--- config.mk ---
export PLATFORM = sky130hd
export DESIGN_NAME = encoder_speed_estimator
export DESIGN_NICKNAME = d
export VERILOG_FILES = /design/src/rtl/ese_pkg.sv /design/src/rtl/encoder_speed_estimator.sv
export VERILOG_INCLUDE_DIRS = /design/src /design/src/rtl
export SDC_FILE = /design/constraint.sdc
export NUM_CORES = 1
export LEC_CHECK = 0
export BUFFER_PORTS_ARGS = -buffer_cell sky130_fd_sc_hd__buf_2
export CAP_MARGIN = 20
export CELL_PAD_IN_SITES_DETAIL_PLACEMENT = 1
export CELL_PAD_IN_SITES_GLOBAL_PLACEMENT = 1
export CORE_AREA = 2 2 219 221
export DETAILED_ROUTE_END_ITERATION = 8
export DIE_AREA = 0 0 221 223
export PLACE_DENSITY_LB_ADDON = 0.2
export SYNTH_ARGS = -nofsm -noshare
export SYNTH_HDL_FRONTEND = slang
export SYNTH_SLANG_ARGS = --single-unit
--- constraint.sdc ---
create_clock -name clock -period 15.3 [get_ports clock]
set_input_delay 0.765 -clock clock [delete_from_list [all_inputs] [get_ports clock]]
set_output_delay 0.765 -clock clock [all_outputs]
set_load 0.05 [all_outputs]
--- src/rtl/encoder_speed_estimator_assert.svh ---
// Assertion macros shared by the encoder speed estimator RTL.
`ifndef ENCODER_SPEED_ESTIMATOR_ASSERT_SVH
`define ENCODER_SPEED_ESTIMATOR_ASSERT_SVH

`ifndef NO_ASSERTIONS
// Clocked check that is switched off while reset is high.
`define ESE_ASSERT(label, clk, rst, prop, msg) \
   label: assert property (@(posedge clk) disable iff (rst) prop) else $error(msg);
// Clocked check that also runs through reset.
`define ESE_ASSERT_ALWAYS(label, clk, prop, msg) \
   label: assert property (@(posedge clk) prop) else $error(msg);
`else
`define ESE_ASSERT(label, clk, rst, prop, msg)
`define ESE_ASSERT_ALWAYS(label, clk, prop, msg)
`endif

`endif

--- src/rtl/ese_pkg.sv ---
// Types and constants of the encoder speed estimator.
`timescale 1ns / 1ps
package ese_pkg;

   // Register reset values.
   localparam logic [15:0] MIN_PERIOD_RST       = 16'd320;
   localparam logic [7:0]  STALL_TICKS_RST      = 8'd200;
   localparam logic [23:0] PERIOD_NUMERATOR_RST = 24'd960000;
   localparam logic [15:0] COUNT_GAIN_RST       = 16'd3000;

   localparam int NUM_CHANNELS_DEF = 4;

   // Divider: one quotient bit per cycle over the 24-bit numerator.
   localparam int DIV_STEPS = 24;
   localparam int DIV_CNT_W = $clog2(DIV_STEPS);

   // Configuration space.
   localparam int CSR_ADDR_W = 4;
   localparam logic [1:0] REG_MIN_PERIOD       = 2'd0;
   localparam logic [1:0] REG_STALL_TICKS      = 2'd1;
   localparam logic [1:0] REG_PERIOD_NUMERATOR = 2'd2;
   localparam logic [1:0] REG_COUNT_GAIN       = 2'd3;

   typedef struct packed {
      logic [1:0]  channel;
      logic [15:0] fwd_period;
      logic [15:0] rev_period;
      logic [15:0] position;
   } req_payload_type;

   typedef struct packed {
      logic [1:0]         out_channel;
      logic signed [31:0] speed;
      logic               clear_captures;
   } rsp_payload_type;

   typedef enum logic [1:0] {
      ST_IDLE,
      ST_DIVIDE,
      ST_WRITE
   } ese_state_type;

endpackage

--- src/rtl/encoder_speed_estimator.sv ---
// Encoder speed estimator: period method with count fallback, shared serial divider.
`timescale 1ns / 1ps
//
//   Channel   Ports                                   Direction   Moves
//   req       req_valid, req_stall, req_data          in          one tick sample
//   rsp       rsp_valid, rsp_stall, rsp_data          out         one speed result
//   csr       csr_psel ... csr_prdata, csr_pready     in/out      register access
//
// A tick that runs the divider is accepted, passes through the 24-step restoring
// divider (one quotient bit per cycle) and then loads the output register.
// A tick that falls back to the count method, or whose selected period is zero,
// goes from accept straight to the write state; a tick for a channel at or above
// NUM_CHANNELS is accepted without leaving the idle state and gives no result.
// Synchronous reset restores the register defaults and clears all channel state.
// A stalled result holds in the output register; the next tick may be accepted meanwhile,
// and the sequencer waits in its write state only while that register is still full and stalled.
module encoder_speed_estimator #(
   parameter int NUM_CHANNELS = ese_pkg::NUM_CHANNELS_DEF
) (
   input  logic                              clock,
   input  logic                              reset,
   input  logic                              req_valid,
   output logic                              req_stall,
   input  ese_pkg::req_payload_type          req_data,
   output logic                              rsp_valid,
   input  logic                              rsp_stall,
   output ese_pkg::rsp_payload_type          rsp_data,
   input  logic                              csr_psel,
   input  logic                              csr_penable,
   input  logic                              csr_pwrite,
   input  logic [ese_pkg::CSR_ADDR_W-1:0]    csr_paddr,
   input  logic [31:0]                       csr_pwdata,
   output logic [31:0]                       csr_prdata,
   output logic                              csr_pready
);
   import ese_pkg::*;

`include "encoder_speed_estimator_assert.svh"

   localparam int IDX_W = (NUM_CHANNELS > 1) ? $clog2(NUM_CHANNELS) : 1;

   // Configuration registers.
   logic [15:0] min_period_ff;
   logic [7:0]  stall_ticks_ff;
   logic [23:0] period_numerator_ff;
   logic [15:0] count_gain_ff;

   // Per-channel state.
   logic [15:0] last_pos_ff [NUM_CHANNELS];
   logic [7:0]  idle_cnt_ff [NUM_CHANNELS];

   // Sequencer and job registers.
   ese_state_type        state_ff, state_in;
   logic [DIV_CNT_W-1:0] div_cnt_ff, div_cnt_in;
   logic [23:0]          num_ff, num_in;
   logic [15:0]          rem_ff, rem_in;
   logic [15:0]          divisor_ff, divisor_in;
   logic                 neg_ff, neg_in;
   logic                 use_div_ff, use_div_in;
   logic signed [31:0]   count_speed_ff, count_speed_in;
   logic [1:0]           job_channel_ff, job_channel_in;
   logic                 job_clear_ff, job_clear_in;

   // Output register.
   logic                 rsp_valid_ff, rsp_valid_in;
   rsp_payload_type      rsp_data_ff, rsp_data_in;

   // Tick decode.
   logic [4:0]           ch_ext;
   logic                 ch_in_range;
   logic [IDX_W-1:0]     ch_idx;
   logic                 tick_take;
   logic                 tick_update;
   logic [15:0]          pos_delta;
   logic [7:0]           idle_inc;
   logic [7:0]           idle_cnt_in;
   logic                 tick_clear;
   logic signed [32:0]   count_product;
   logic                 fwd_sel;
   logic                 rev_sel;
   logic [15:0]          sel_period;

   // Divider step.
   logic [17:0]          div_diff;
   logic                 out_free;
   logic [31:0]          quo_ext;

   logic                 csr_write;

   // Configuration port: writes complete on the access phase, reads are immediate.
   assign csr_pready = 1'b1;
   assign csr_write  = csr_psel && csr_penable && csr_pwrite;

   always_comb begin
      case (csr_paddr[3:2])
         REG_MIN_PERIOD:       csr_prdata = {16'd0, min_period_ff};
         REG_STALL_TICKS:      csr_prdata = {24'd0, stall_ticks_ff};
         REG_PERIOD_NUMERATOR: csr_prdata = {8'd0, period_numerator_ff};
         REG_COUNT_GAIN:       csr_prdata = {16'd0, count_gain_ff};
         default:              csr_prdata = 32'd0;
      endcase
   end

   always_ff @(posedge clock) begin
      if (reset) begin
         min_period_ff       <= MIN_PERIOD_RST;
         stall_ticks_ff      <= STALL_TICKS_RST;
         period_numerator_ff <= PERIOD_NUMERATOR_RST;
         count_gain_ff       <= COUNT_GAIN_RST;
      end else if (csr_write) begin
         case (csr_paddr[3:2])
            REG_MIN_PERIOD:       min_period_ff       <= csr_pwdata[15:0];
            REG_STALL_TICKS:      stall_ticks_ff      <= csr_pwdata[7:0];
            REG_PERIOD_NUMERATOR: period_numerator_ff <= csr_pwdata[23:0];
            REG_COUNT_GAIN:       count_gain_ff       <= csr_pwdata[15:0];
            default: ;
         endcase
      end
   end

   // Tick decode: position delta, stall counting and method selection.
   assign ch_ext      = {3'd0, req_data.channel};
   assign ch_in_range = ch_ext < 5'(NUM_CHANNELS);
   assign ch_idx      = ch_ext[IDX_W-1:0];
   assign req_stall   = (state_ff != ST_IDLE);
   assign tick_take   = req_valid && !req_stall;
   assign tick_update = tick_take && ch_in_range;

   assign pos_delta = req_data.position - last_pos_ff[ch_idx];
   assign idle_inc  = idle_cnt_ff[ch_idx] + 8'd1;

   always_comb begin
      tick_clear  = 1'b0;
      idle_cnt_in = 8'd0;
      if (pos_delta == 16'd0) begin
         if (idle_inc == stall_ticks_ff) begin
            tick_clear = 1'b1;
         end else begin
            idle_cnt_in = idle_inc;
         end
      end
   end

   // The gain is below 2^16 and the delta within a signed 16-bit range, so the
   // product always fits in 32 signed bits and never needs saturation.
   assign count_product = $signed({1'b0, count_gain_ff}) * $signed(pos_delta);

   assign fwd_sel    = req_data.fwd_period >= min_period_ff;
   assign rev_sel    = req_data.rev_period >= min_period_ff;
   assign sel_period = fwd_sel ? req_data.fwd_period : req_data.rev_period;

   // Restoring divider step: shift in the next numerator bit, try the subtract.
   assign div_diff = {1'b0, rem_ff, num_ff[23]} - {2'd0, divisor_ff};
   assign out_free = !rsp_valid_ff || !rsp_stall;
   assign quo_ext  = {8'd0, num_ff};

   // Sequencer: next state, job registers and output register loads.
   always_comb begin
      state_in       = state_ff;
      div_cnt_in     = div_cnt_ff;
      num_in         = num_ff;
      rem_in         = rem_ff;
      divisor_in     = divisor_ff;
      neg_in         = neg_ff;
      use_div_in     = use_div_ff;
      count_speed_in = count_speed_ff;
      job_channel_in = job_channel_ff;
      job_clear_in   = job_clear_ff;
      rsp_valid_in   = rsp_valid_ff && rsp_stall;
      rsp_data_in    = rsp_data_ff;

      case (state_ff)
         ST_IDLE: begin
            if (tick_update) begin
               job_channel_in = req_data.channel;
               job_clear_in   = tick_clear;
               divisor_in     = sel_period;
               neg_in         = !fwd_sel;
               num_in         = period_numerator_ff;
               rem_in         = 16'd0;
               div_cnt_in     = '0;
               // A zero period means the capture was cleared: speed reads zero.
               count_speed_in = (fwd_sel || rev_sel) ? 32'sd0 : count_product[31:0];
               use_div_in     = (fwd_sel || rev_sel) && (sel_period != 16'd0);
               state_in       = ((fwd_sel || rev_sel) && (sel_period != 16'd0)) ?
                                ST_DIVIDE : ST_WRITE;
            end
         end

         ST_DIVIDE: begin
            if (!div_diff[17]) begin
               rem_in = div_diff[15:0];
            end else begin
               rem_in = {rem_ff[14:0], num_ff[23]};
            end
            num_in     = {num_ff[22:0], !div_diff[17]};
            div_cnt_in = div_cnt_ff + 1'b1;
            if (div_cnt_ff == DIV_CNT_W'(DIV_STEPS - 1)) begin
               state_in = ST_WRITE;
            end
         end

         ST_WRITE: begin
            if (out_free) begin
               rsp_valid_in               = 1'b1;
               rsp_data_in.out_channel    = job_channel_ff;
               rsp_data_in.clear_captures = job_clear_ff;
               if (use_div_ff) begin
                  rsp_data_in.speed = neg_ff ? -$signed(quo_ext) : $signed(quo_ext);
               end else begin
                  rsp_data_in.speed = count_speed_ff;
               end
               state_in = ST_IDLE;
            end
         end

         default: begin
            state_in = ST_IDLE;
         end
      endcase
   end

   // Control state.
   always_ff @(posedge clock) begin
      if (reset) begin
         state_ff     <= ST_IDLE;
         rsp_valid_ff <= 1'b0;
      end else begin
         state_ff     <= state_in;
         rsp_valid_ff <= rsp_valid_in;
      end
   end

   // Channel state, cleared at reset.
   always_ff @(posedge clock) begin
      if (reset) begin
         for (int i = 0; i < NUM_CHANNELS; i++) begin
            last_pos_ff[i] <= 16'd0;
            idle_cnt_ff[i] <= 8'd0;
         end
      end else if (tick_update) begin
         last_pos_ff[ch_idx] <= req_data.position;
         idle_cnt_ff[ch_idx] <= idle_cnt_in;
      end
   end

   // Job and result payload.
   always_ff @(posedge clock) begin
      div_cnt_ff     <= div_cnt_in;
      num_ff         <= num_in;
      rem_ff         <= rem_in;
      divisor_ff     <= divisor_in;
      neg_ff         <= neg_in;
      use_div_ff     <= use_div_in;
      count_speed_ff <= count_speed_in;
      job_channel_ff <= job_channel_in;
      job_clear_ff   <= job_clear_in;
      rsp_data_ff    <= rsp_data_in;
   end

   assign rsp_valid = rsp_valid_ff;
   assign rsp_data  = rsp_data_ff;

   // Checks on the sequencer.
   `ESE_ASSERT_ALWAYS(a_reset_idle, clock, reset |=> (state_ff == ST_IDLE && !rsp_valid_ff), "reset did not idle the sequencer")
   `ESE_ASSERT(a_take_leaves_idle, clock, reset, tick_update |=> (state_ff != ST_IDLE), "accepted tick did not start a job")
   `ESE_ASSERT(a_new_result_from_write, clock, reset, (rsp_valid_ff && !$past(rsp_valid_ff)) |-> $past(state_ff == ST_WRITE), "result appeared outside the write state")
   `ESE_ASSERT(a_divide_nonzero, clock, reset, (state_ff == ST_DIVIDE) |-> (divisor_ff != 16'd0 && use_div_ff), "divider running on a zero divisor")
   `ESE_ASSERT(a_divide_exit, clock, reset, (state_ff == ST_DIVIDE && div_cnt_ff == DIV_CNT_W'(DIV_STEPS - 1)) |=> (state_ff == ST_WRITE), "divider overran its step count")

endmodule
# Word-level counts from Yosys, hierarchy flattened
# Memory sizes are Yosys's and may differ from the RTL's.
# Index checks and enable logic that the tools add are counted.
# Widths: inputs -> output; s select.
[op_classes]
n_reduce_logical = 29
n_mux = 32
order_cmp = 3
add_sub_neg = 5
multipliers = 1
eq_ne = 10
[ops]
columns = ["op", "count"]
rows = [
  ["$pmux 32 s4", 1],
  ["$mux 16", 4],
  ["$mux 32", 2],
  ["$pmux 24 s2", 1],
  ["$ge 16x16->1", 2],
  ["$mul 17x16->32", 1],
  ["$neg 24->32", 1],
  ["$pmux 16 s2", 1],
  ["$mux 24", 1],
  ["$mux 8", 3],
  ["$sub 17x16->18", 1],
  ["$logic_not 16->1", 1],
  ["$reduce_bool 16->1", 1],
  ["$reduce_or 16->1", 1],
  ["$sub 16x16->16", 1],
  ["$reduce_and 2->1", 7],
  ["$mux 2", 6],
  ["$mux 1", 10],
  ["$pmux 5 s2", 1],
  ["$add 8x1->8 const B", 1],
  ["$eq 8x8->1", 1],
  ["$reduce_or 8->1", 1],
  ["$eq 2x2->1 const B", 3],
  ["$logic_and 1x1->1", 6],
  ["other kinds (12)", 22],
]
[totals]
reg_bits = 200
input_bits = 93
elab_cells = 100
mem_count = 2
output_inout_bits = 70
ram_bits = 96
[mem_list]
columns = ["memory", "words", "word_bits", "read_ports", "rd_clocked_by_memory_dff", "write_ports", "line_no", "rtl"]
rows = [
  ["last_pos_ff", 4, 16, 1, 0, 4, "encoder_speed_estimator.sv:49", "logic [15:0] last_pos_ff [NUM_CHANNELS];"],
  ["idle_cnt_ff", 4, 8, 1, 0, 4, "encoder_speed_estimator.sv:50", "logic [7:0] idle_cnt_ff [NUM_CHANNELS];"],
]

# Logic depth before layout (Yosys ltp)
[logic_depth]
ltp_word = 9
ltp_mapped = 37
mapped_depth_nobuf = 32

# Worst setup path after synthesis
# OpenSTA, ideal clock, no wires.
[synth_path]
path_kind = "input to register"
from = "in req_data[48] (netlist name)"
to = "reg count_speed_ff[31], data pin"
required_time_ns = 15.153
t_arrival_ns = 9.640
path_slack_ns = 5.513
path_buffers = 5
stages = 35
setup_time_ns = 0.147
cell_sequence = "buf_4 buf_1 clkbuf_1 mux4_2 ha_1 inv_1 fa_1 a211oi_1 o21a_1 nor3_1 nand2b_1 a21o_1 a21oi_1 xnor2_1 clkbuf_1 clkbuf_1 nand2_1 fa_1 inv_1 fa_1 fa_1 fa_1 fa_1 inv_1 fa_1 inv_1 ha_1 a21oi_1 o21ai_0 o21ai_0 o31ai_1 o31a_1 a211o_1 a21o_1 a21oi_1"
[synth_via]
elab_chain_cells = 3
[synth_rtl]
columns = ["item", "line_no", "rtl"]
rows = [
  ["from (decl)", "encoder_speed_estimator.sv:24", "input ese_pkg::req_payload_type req_data,"],
  ["$mem_v2 4x16", "-", ""],
  ["$sub 16x16->16", "encoder_speed_estimator.sv:129", "assign pos_delta = req_data.position - last_pos_ff[ch_idx];"],
  ["$mul 17x16->32", "encoder_speed_estimator.sv:146", "assign count_product = $signed({1'b0, count_gain_ff}) * $signed(pos_delta);"],
  ["to (signal assigned)", "encoder_speed_estimator.sv:255", "count_speed_ff <= count_speed_in;"],
  ["to (decl)", "encoder_speed_estimator.sv:60", "logic signed [31:0] count_speed_ff, count_speed_in;"],
]
# No other way between the ends.
# A chain may end at the register's enable or synchronous reset.

# Worst setup path after layout
# Same ends and word-level chain as after synthesis.

==> results.sh <==
export IMPL_period_minus_slack_ns=9.973
export IMPL_clock_path_buffers=3
export IMPL_clock_fmax_mhz=100.3
export IMPL_synthCells=2531
export IMPL_cpPeakStageDelay_ns=0.75
export IMPL_rsz0062_at_grt="no"
export IMPL_reg2reg_slack_ns=5.87
export IMPL_avgSynthCellArea_um2=9.734
export IMPL_yosys_most_used_dff="edfxtp_1"
export IMPL_synth_top_cell_by_area="edfxtp_1"
export IMPL_grt_overflow=0
export IMPL_synth_common_cells="nand2_1 (439), inv_1 (319), edfxtp_1 (229)"
export IMPL_cts_sinks=296
export IMPL_vias_per_cell=5.853
export IMPL_holdWs_ns=0.4190
export IMPL_end_kind="flop"
export IMPL_grt_max_degree=74
export IMPL_ys_seq_area_share_pct=33.36
export IMPL_ctsResizeCount=0
export IMPL_min_from="job_channel_ff[1]"
export IMPL_crit_required_ns=15.65
export IMPL_port_buffers=143
export IMPL_r2r_end="count_speed_ff[31]"
export IMPL_hold_class="reg -> reg"
export IMPL_first_global_vias=20885
export IMPL_final_util_pct=57.45
export IMPL_setup_viol=0
export IMPL_num_vias=19093
export IMPL_drt_iter0_markers=1257
export IMPL_final_antenna_net_count=0
export IMPL_syn2layout_area_growth_pct=9.939
export IMPL_pin_count=163
export IMPL_cts_buffers=35
export IMPL_max_slew_margin_pct=25.06
export IMPL_synth_most_common_cell="nand2_1"
export IMPL_clk_latency_ns=0.56
export IMPL_grt_pass1_wl_mm=114.6
export IMPL_hold_end="rsp_data[34]"
export IMPL_worst_pin_slew_ns=1.121
export IMPL_die_x_um=221
export IMPL_place_gp_congestion=0.8917
export IMPL_timing_rr_start="last_pos_ff[0][4]"
export IMPL_drc_errors=0
export IMPL_ys_ff_latch=296
export IMPL_dieArea_um2=49280
export IMPL_worstRegToRegCells=30
export IMPL_worst_clock_skew_ns=0.03143
export IMPL_synth_area_leaders="edfxtp_1 (28%), fa_1 (16%), ha_1 (9.5%)"
export IMPL_whs_path_depth=0
export IMPL_wire_per_inst_um=22.23
export IMPL_grt_total_usage_pct=29.44
export IMPL_cts_setup_buffers=0
export IMPL_fp_dieH_um=223
export IMPL_slowest_stage="and2_0"
export IMPL_setup_tns_ns=0
export IMPL_netlist_area_um2=24640
export IMPL_coreArea_um2=47150
export IMPL_synth_edf_count=229
export IMPL_ys_async_sr_fraction_pct=0
export IMPL_cts_hold_buf=0
export IMPL_nNetsFinal=3096
export IMPL_yosys_warnings=0
export IMPL_cap_violations=0
export IMPL_routed_wl_mm=72.50
export IMPL_worstPathArrival_ns=10.32
export IMPL_root_buffer="clkbuf_16"
export IMPL_antenna_found_initial=5
export IMPL_drv_slew=0
export IMPL_synth_top_cell_area_share_pct=27.91
export IMPL_initial_utilization_pct=52.26
export IMPL_critPathMaxFanout=20
export IMPL_fin_crit_sh_pct=65.18
export IMPL_timing_setup_critical_path_class="in -> reg"
export IMPL_tritoncts="done"
export IMPL_rows=80
export IMPL_drt_first_pass_iters=5
export IMPL_clkTransAtPathRegs_ns=0.06
export IMPL_status="complete, no violations"
export IMPL_start_kind="primary input"
export IMPL_htree_levels=2
export IMPL_hold_viol=0
export IMPL_dp_hpwl_mm=53.64
export IMPL_yosysUniqueCellTypes=71
export IMPL_drive_gt1_share_pct=12.51
-- flip-flops by register name, summed over array words and instances (netlist names), 2 cells and up --
signal               cells
idle_cnt_ff             32
divisor_ff              16
min_period_ff           16
count_gain_ff           16
rsp_data                35
period_numerator_ff     24
div_cnt_ff               5
count_speed_ff          32
job_channel_ff           2
last_pos_ff             64
stall_ticks_ff           8
state_ff                 2
num_ff                  24
rem_ff                  16
-- worst max-delay path, delay by kind of cell --
kind | cells | cell delay [ns]
adders and majority gates | 8 | 3.79
AOI/OAI and AO/OA | 12 | 3.13
and+or+nand+nor | 3 | 1.06
buffers and inverters | 8 | 1.03
muxes | 1 | 0.54
-- cell families (layout without fill, tap and decap cells) --
family	count (synthesis)	after routing	share of synthesized area, %
simple gates	947	947	19.28
compound gates	328	328	8.405
xor+xnor	76	76	2.702
flops	296	296	33.36
other cells	2	11	0.03048
buf+inv	448	555	7.100
mux	51	51	3.707
fa+ha+maj	383	383	25.42
-- through the flow --
| step | cells | instance area [µm²] | setup slack (ns) |
|---|---|---|---|
| after floorplan | 2538 | 24660 | 5.513 |
| after global placement | 3194 | 25890 | 4.957 |
| after detailed placement | 3194 | 25890 | 4.604 |
| after CTS | 3256 | 27020 | 5.080 |
| after global routing | 3262 | 27090 | 4.835 |
| final | 3262 | 27090 | 5.327 |
-- metal layers --
layer  share of wire (%)  GRT usage, %  vias up
met5               0.052             0        -
met2                  51         51.95      524
li1                    -             -     8603
met1                  40         36.46     9809
met4                 3.7         11.69        6
met3                 4.7         4.149      151
-- layout make-up --
class                   instances  area [µm²]
fillers                      5283       20060
multi-input cells            1794       14790
flip-flops and latches        296        8218
inverters                     319        1197
repair buffers                174       980.9
clock buffers                  44       960.9
well taps                     615       769.5
clock inverters                18       167.7
diodes                          2       5.005
-- cells in the final DEF, fill, tap and decap left out, drive strengths merged, types with 18 or more instances in the layout --
master,n
nand2,439
inv,321
edfxtp,229
fa,196
ha,187
buf,174
and2,164
a21oi,109
nor2,108
o21ai,77
dfxtp,67
clkbuf,44
nor4,43
xor2,39
xnor2,37
mux4,32
nor2b,32
a21o,29
nor3,28
nand3,22
and3,20
or2,18
-- worst max-delay path by stage --
stage	from	endpoint	slack, ns	cells after the start
after floorplan	req_data[48]	count_speed_ff[31]	5.51	35
after global placement	req_data[48]	count_speed_ff[31]	4.96	31
after detailed placement	req_data[48]	count_speed_ff[31]	4.60	31
after CTS	req_data[48]	count_speed_ff[31]	5.08	31
after global routing	req_data[48]	count_speed_ff[30]	4.83	32
final	req_data[48]	count_speed_ff[31]	5.33	32
Power is not shown: default switching activity piles up to over one toggle a cycle in this logic, so the estimate is an artifact.
